**src/rtl/ptd_pkg.sv**
```systemverilog
package ptd_pkg;

	localparam int PAL_WORDS = 65536;
	localparam int PAL_AW = $clog2(PAL_WORDS);

	localparam logic [2:0] MODE_NONE  = 3'd0;
	localparam logic [2:0] MODE_A3I5  = 3'd1;
	localparam logic [2:0] MODE_I2    = 3'd2;
	localparam logic [2:0] MODE_I4    = 3'd3;
	localparam logic [2:0] MODE_I8    = 3'd4;
	localparam logic [2:0] MODE_BLOCK = 3'd5;
	localparam logic [2:0] MODE_A5I3  = 3'd6;
	localparam logic [2:0] MODE_D16   = 3'd7;

	localparam logic [1:0] REG_MODE   = 2'd0;
	localparam logic [1:0] REG_C0T    = 2'd1;
	localparam logic [1:0] REG_BASE   = 2'd2;
	localparam logic [1:0] REG_FORMAT = 2'd3;

	localparam logic [1:0] BLK_THREE   = 2'd0;
	localparam logic [1:0] BLK_AVERAGE = 2'd1;
	localparam logic [1:0] BLK_FOUR    = 2'd2;
	localparam logic [1:0] BLK_BLEND   = 2'd3;

	typedef enum logic [2:0] {
		K_TEX,
		K_DIRECT,
		K_BLK01,
		K_BLK23,
		K_EMIT
	} kind_t;

	typedef struct packed {
		logic [2:0]  mode;
		logic        c0t;
		logic [12:0] pbase;
		logic        fmt;
	} cfg_t;

	typedef struct packed {
		logic              valid;
		kind_t             kind;
		logic [PAL_AW-1:0] addr_a;
		logic [PAL_AW-1:0] addr_b;
		logic [14:0]       color;
		logic [7:0]        alpha;
		logic [1:0]        sel;
		logic [1:0]        bmode;
		logic              last;
	} op_t;

	function automatic logic [7:0] x5to8(input logic [4:0] c);
		return {c, c[4:2]};
	endfunction

endpackage

```
**src/rtl/ptd_issue.sv**
```systemverilog
module ptd_issue (
	input  logic           clk,
	input  logic           arst_n,
	input  ptd_pkg::cfg_t  cfg,
	input  logic           start,
	input  logic [31:0]    data,
	input  logic [15:0]    word,
	input  logic           adv,
	output logic           busy,
	output logic           last_op,
	output ptd_pkg::op_t   op
);

	logic        busy_q;
	logic [4:0]  cnt_q;
	logic [4:0]  ncnt_q;
	logic [31:0] data_q;
	logic [15:0] word_q;

	logic [7:0]  opaque;
	logic [7:0]  zalpha;
	logic [15:0] base16;
	logic [15:0] sum16;
	logic [7:0]  b;
	logic [7:0]  idx;

	assign busy = busy_q;
	assign last_op = (cnt_q == ncnt_q);

	always_comb begin
		opaque = cfg.fmt ? 8'd31 : 8'd255;
		zalpha = cfg.c0t ? 8'd0 : opaque;
		base16 = (cfg.mode == ptd_pkg::MODE_I2) ? {1'b0, cfg.pbase, 2'b00}
			: {cfg.pbase, 3'b000};
		b = data_q[7:0];
		idx = 8'd0;
		op.valid = busy_q;
		op.kind = ptd_pkg::K_TEX;
		op.alpha = opaque;
		op.color = data_q[14:0];
		op.sel = data_q[1:0];
		op.bmode = word_q[15:14];
		op.last = last_op;
		unique case (cfg.mode)
			ptd_pkg::MODE_A3I5: begin
				idx = {3'b000, b[4:0]};
				op.alpha = cfg.fmt ? {3'b000, b[7:5], b[7:6]} : {b[7:5], b[7:5], b[7:6]};
			end
			ptd_pkg::MODE_I2: begin
				idx = {6'd0, b[1:0]};
				op.alpha = (idx != 8'd0) ? opaque : zalpha;
			end
			ptd_pkg::MODE_I4: begin
				idx = {4'd0, b[3:0]};
				op.alpha = (idx != 8'd0) ? opaque : zalpha;
			end
			ptd_pkg::MODE_I8: begin
				idx = b;
				op.alpha = (idx != 8'd0) ? opaque : zalpha;
			end
			ptd_pkg::MODE_A5I3: begin
				idx = {5'd0, b[2:0]};
				op.alpha = cfg.fmt ? {3'b000, b[7:3]} : ptd_pkg::x5to8(b[7:3]);
			end
			ptd_pkg::MODE_D16: begin
				op.kind = ptd_pkg::K_DIRECT;
				op.alpha = data_q[15] ? opaque : 8'd0;
			end
			ptd_pkg::MODE_BLOCK: begin
				if (cnt_q == 5'd0) begin
					op.kind = ptd_pkg::K_BLK01;
				end else if (cnt_q == 5'd1) begin
					op.kind = ptd_pkg::K_BLK23;
				end else begin
					op.kind = ptd_pkg::K_EMIT;
				end
				op.alpha = (data_q[1:0] == 2'd3 && !word_q[15]) ? 8'd0 : opaque;
			end
			default: begin
				op.kind = ptd_pkg::K_TEX;
			end
		endcase
		if (cfg.mode == ptd_pkg::MODE_BLOCK) begin
			sum16 = base16 + {1'b0, word_q[13:0], 1'b0} + ((cnt_q == 5'd1) ? 16'd2 : 16'd0);
		end else begin
			sum16 = base16 + {8'd0, idx};
		end
		op.addr_a = sum16[ptd_pkg::PAL_AW-1:0];
		op.addr_b = sum16[ptd_pkg::PAL_AW-1:0] + ptd_pkg::PAL_AW'(1);
	end

	always_ff @(posedge clk or negedge arst_n) begin
		if (!arst_n) begin
			busy_q <= 1'b0;
			cnt_q <= 5'd0;
			ncnt_q <= 5'd0;
		end else if (start) begin
			busy_q <= 1'b1;
			cnt_q <= 5'd0;
			unique case (cfg.mode)
				ptd_pkg::MODE_I2:    ncnt_q <= 5'd3;
				ptd_pkg::MODE_I4:    ncnt_q <= 5'd1;
				ptd_pkg::MODE_BLOCK: ncnt_q <= 5'd17;
				default:             ncnt_q <= 5'd0;
			endcase
		end else if (adv && busy_q) begin
			if (last_op) begin
				busy_q <= 1'b0;
			end
			cnt_q <= cnt_q + 5'd1;
		end
	end

	always_ff @(posedge clk) begin
		if (start) begin
			data_q <= data;
			word_q <= word;
		end else if (adv && busy_q) begin
			if (cfg.mode == ptd_pkg::MODE_I4) begin
				data_q <= {4'd0, data_q[31:4]};
			end else if (cfg.mode == ptd_pkg::MODE_I2
				|| (cfg.mode == ptd_pkg::MODE_BLOCK && cnt_q >= 5'd2)) begin
				data_q <= {2'd0, data_q[31:2]};
			end
		end
	end

endmodule

```
**config.mk**
```make
export PLATFORM = sky130hd
export DESIGN_NAME = ptd_issue
export DESIGN_NICKNAME = d
export VERILOG_FILES = /design/src/rtl/ptd_pkg.sv /design/src/rtl/ptd_issue.sv
export SDC_FILE = /design/constraint.sdc
export NUM_CORES = 1
export LEC_CHECK = 0
export BUFFER_PORTS_ARGS = -buffer_cell sky130_fd_sc_hd__buf_2
export CAP_MARGIN = 20
export CORE_UTILIZATION = 54
export DETAILED_ROUTE_END_ITERATION = 6
export PLACE_DENSITY = 0.8
export SLEW_MARGIN = 30
export SYNTH_ARGS = -nofsm -noshare
export SYNTH_HDL_FRONTEND = slang
export SYNTH_SLANG_ARGS = --single-unit
```
**constraint.sdc**
```tcl
create_clock -name clk -period 4.3 [get_ports clk]
set_clock_uncertainty 0.15 [all_clocks]
set_input_delay 0.43 -clock clk [delete_from_list [all_inputs] [get_ports clk]]
set_output_delay 0.43 -clock clk [all_outputs]
set_load 0.02 [all_outputs]
```
After elaboration in Yosys (flattened, before gate mapping)

Index checks and enable logic that the tools add are counted.

$add $sub $neg: 5
Order comparisons: 1
Equality and inequality tests: 10
Mux-type cells: 27
Reduce and logical (&&, ||, !) cells: 14

Operators by type and width:

| cell                    | number |
|---|---|
| $mux W32                | 4 |
| $mux W8                 | 9 |
| $pmux W8 S7             | 1 |
| $pmux W8 S5             | 1 |
| $mux W16                | 2 |
| $add A16 B1 Y16 const B | 1 |
| $add A16 B15 Y16        | 1 |
| $add A16 B2 Y16         | 1 |
| $add A16 B8 Y16         | 1 |
| $pmux W5 S3             | 1 |
| $eq A3 B3 Y1 const B    | 4 |
| $mux W5                 | 2 |
| $reduce_bool A8 Y1      | 1 |
| $eq A3 B2 Y1 const B    | 2 |
| $mux W3                 | 2 |
| $pmux W3 S2             | 1 |
| $reduce_bool A2 Y1      | 3 |
| $add A5 B1 Y5 const B   | 1 |
| $eq A5 B1 Y1 const B    | 1 |
| $eq A5 B5 Y1            | 1 |
| $ge A5 B2 Y1 const B    | 1 |
| $logic_not A5 Y1        | 1 |
| $reduce_and A2 Y1       | 2 |
| $reduce_bool A4 Y1      | 1 |
| other kinds (8)         | 12 |

Flip-flop bits (word level): 59
Input bits: 70
Output and inout bits: 66

Logic depth before layout (Yosys ltp)

Depth in word-level cells: 7
Mapped depth: 16
Depth with buffers taken out: 14

Least setup slack after synthesis

Ideal clock, no wire load.

Path type: input to output
Start point: input cfg[16] in the netlist's numbering
End point: output op[43] in the netlist's numbering
Data arrival time: 3.831 ns
Required time: 3.720 ns
Slack: -0.111 ns
Cell stages on the path: 15
Buffers on the path: 2
Cell sequence: buf_2 nor2b_1 nand2b_1 clkbuf_1 nand2_1 nand2_1 ha_1 a211oi_1 o211ai_1 a21o_1 a211oi_1 xor2_1 o21ai_0 nand4_1 xnor2_1

RTL lines:

| item        | line            | source |
|---|---|---|
| from (decl) | ptd_issue.sv:4  | `input ptd_pkg::cfg_t cfg,` |
| to (decl)   | ptd_issue.sv:11 | `output ptd_pkg::op_t op` |

==> metrics.md <==
| Metric | Value |
|---|---|
| Outcome | complete, no violations |
| Layout Cell Area excl Fill | around 6000 um^2 |
| Seq/Total Area, Yosys | 0.343 |
| Most area-consuming cells after synthesis | edfxtp_1 (30%), mux2i_1 (8.0%), nand2_1 (6.7%) |
| Clock root cell | clkbuf_8 |
| Reg-to-reg setup timing slack | roughly 2.2 ns |
| Fmax | between 0.2 and 0.25 GHz |
| DRC | 0 |
| Critical path's most frequent cell | buf_4 |
| P per Cell Area | about 310 nW/um^2 |
| Hold path endpoint | word_q[11] |
| Max Cap Viol | 0 |
| TritonCTS Buffers | 9 |
| Mapped Area | roughly 4900 um^2 |
| Number of max-slew violations in the final report | 0 |
| Port buffer count | 135 |
| ANT cells | 0 |
| Post-Layout Cell Count | 788 |
| Reg2Reg Capture Point | data_q[25] |
| Core area | about 8700 um^2 |
| Via/cell ratio | between 5 and 6 |
| Syn Inst Count | between 500 and 600 |
| Endpoint class of the critical path | output port |
| Routed Antenna Nets | 0 |
| Initial antenna violation count | 0 |
| Worst-path cell chain | nor3_2 -> and2_4 -> ha_4 -> inv_2 -> fa_2 -> nand2b_4 -> a211oi_4 -> buf_4 -> o211ai_1 -> a21oi_2 -> mux2i_2 -> a32oi_2 -> nand4_1 -> xnor2_1 -> buf_4 |
| H-Tree Depth | 3 |
| Top cell type's share of synthesized area | 0.297 |
| EDFF count, synth | 48 |
| Setup WS pre-CTS | between 0.03 and 0.04 ns |
| Crit share post-route | 0.981 |
| Unrepaired setup endpoints after global routing | yes |
| DR WL/cell | ~16 um |
| Die width | between 90 and 100 um |
| Num rows | 34 |
| Synthesis Warnings | 0 |
| Setup CP Type | flip-flop to output port |
| Final Hold Vio Count | 0 |
| Area delta synth->final | 24.2% |
| Max IR drop VDD | around 0.00026 V |
| Skew-Pair Late Insertion Delay | between 0.3 and 0.4 ns |
| CTS tree | yes |
| Critical Path Start Type | flip-flop |
| CP Data Arrival Time | 3.64 ns |
| Number of global-route vias before repair | between 4000 and 5000 |
| #FFs+latches synth | 57 |
| Largest net degree at the start of global routing | a little under 50 |
| Reg2reg start | cnt_q[0] |
| CP max FO | 4 |
| Final setup viols | 0 |
| Dpl hpwl | approximately 9000 um |
| Layout cell share with drive strength beyond 1 | 0.340 |
| Max clock buf depth | 2 |
| Post-layout min period | about 4.2 ns |
| Crit path largest cell delay | 0.42 ns |
| Hold Crit Depth | 1 |
| Critical Path RT | 3.72 ns |
| Post-Place Cells | around 760 |
| First-pass GRT wire length | slightly below 20000 um |
| Post-synth net total | 638 |
| Most common cell in the netlist | nand2_1 |
| Hold slack | between 0.1 and 0.15 ns |
| Die ar. | 9380 um^2 |
| RD Place Congestion | slightly above 0.9 |
| Netlist cell types | 61 |
| Clock transition at path regs | roughly 0.060 ns |
| Slew HR | 0.496 |
| Fraction of registers with async set or reset after synthesis | 0.158 |
| Die Ht | 96.9 um |
| Filler instances | just under 700 |
| R2r worst-path depth | 8 |
| Min-Delay Startpoint | word[11] |
| Starting density of the core | 0.557 |
| Post-synth top cells | nand2_1 (87), o21ai_0 (49), edfxtp_1 (48) |
| Slew @ Worst Pin | approximately 0.76 ns |
| DR pass1 iterations | 4 |
| Leading area contributor after synthesis | edfxtp_1 |
| GRT Total Usage | 0.257 |
| Dpl cell area | 5530 um^2 |
| Mean Syn Cell Area | around 9.0 um^2 |
| I/O pin count | between 100 and 150 |
| Lkg Pwr | 2.89 nW |
| Gr ovfl total | 0 |
| Clock sink total | 57 |
| WL final | 12400 um |
| HP Class | primary input to flip-flop |
| Final net count | approximately 770 |
| Fin worst setup slack | ~0.080 ns |
| Via count | around 4500 |
| Crit-path slowest cell | fa_2 |
| Primary FF master, synth | edfxtp_1 |
| Number of DRC markers in iteration 0 | 208 |
worst max-delay path: cells and delay by family, from the launching register on:
family | cells | cell delay, ns
AOI/OAI and AO/OA | 4 | 0.80
and+or+nand+nor | 4 | 0.72
adders and majority gates | 2 | 0.56
DFF | 1 | 0.39
buffers and inverters | 3 | 0.36
muxes | 1 | 0.35
xor gates and xnor gates | 1 | 0.12
flip-flops by register name, summed over array words and instances, names as in the netlist:
| register | count |
|---|---|
| busy | 1 |
| ncnt_q | 3 |
| word_q | 16 |
| data_q | 32 |
| cnt_q | 5 |
cells in the final DEF, fill, tap and decap left out, types with 9 or more instances in the layout:
cell	count
nand2_1	86
a21oi_1	25
o21ai_0	46
buf_4	35
inv_1	21
mux2i_1	37
xnor2_1	10
clkbuf_8	9
edfxtp_1	48
nand3_1	10
nor2_1	31
buf_2	131
o211ai_1	9
xor2_1	16
ha_1	22
metrics by stage:
stage          setup TNS (ns)  total power [mW]  utilization
6_report                    0              1.86        0.692
5_1_grt                -0.596              1.95        0.692
4_1_cts                     0              1.82        0.672
3_5_place_dp                0              1.35        0.635
3_3_place_gp                0              1.33        0.635
2_1_floorplan               0              1.17            -
cells by family (layout without fill, tap and decap cells):
| kind of cell | Yosys count | after routing | synth area share |
|---|---|---|---|
| buffers and inverters | 67 | 206 | 0.0724 |
| DFF | 57 | 57 | 0.343 |
| xor gates and xnor gates | 30 | 30 | 0.0556 |
| adders and majority gates | 27 | 27 | 0.0726 |
| AOI/OAI and AO/OA | 128 | 128 | 0.173 |
| muxes | 46 | 46 | 0.100 |
| and+or+nand+nor | 186 | 186 | 0.183 |
final cells by class:
class                   instances  area [um^2]  area share
clock buffers                  10          128      0.0211
clock inverters                 5         47.5     0.00788
inverters                      23         87.6      0.0145
multi-input cells             417         3020       0.501
flip-flops and latches         57         1670       0.276
well taps                     108          135      0.0224
repair buffers                168          948       0.157
how the worst max path moves through the flow:
stage / endpoint / startpoint / cells past startpoint
3_3_place_gp: op[43] / cfg[16] / 15
2_1_floorplan: op[42] / cfg[16] / 15
5_1_grt: op[42] / cfg[16] / 15
3_5_place_dp: op[40] / cnt_q[3] / 14
4_1_cts: op[40] / cnt_q[4] / 15
6_report: op[43] / cnt_q[2] / 15
routing by layer:
metal / part of all wire / vias up / track usage / wire [um]
li1: - / 2196 / - / -
met1: 0.41 / 2103 / 0.318 / 5110
met2: 0.51 / 184 / 0.447 / 6330
met3: 0.068 / 9 / 0.0484 / 845
met4: 0.0088 / 0 / 0.0861 / 109
met5: 0 / - / 0 / 0
repair_timing:
item	4_1_cts	5_1_grt
resized for setup	14	29
setup buffers	9	9
endpoints found under the setup margin	7	8
pin swaps	9	24
hold buffers	1	0
hold endpoints to repair	9	0
where the power goes:
part	total, mW	switching [mW]	internal (mW)
Clock	0.456	0.197	0.258
Sequential	0.702	0.0416	0.661
Combinational	0.701	0.426	0.275
Power figures use the tool's default switching activity.
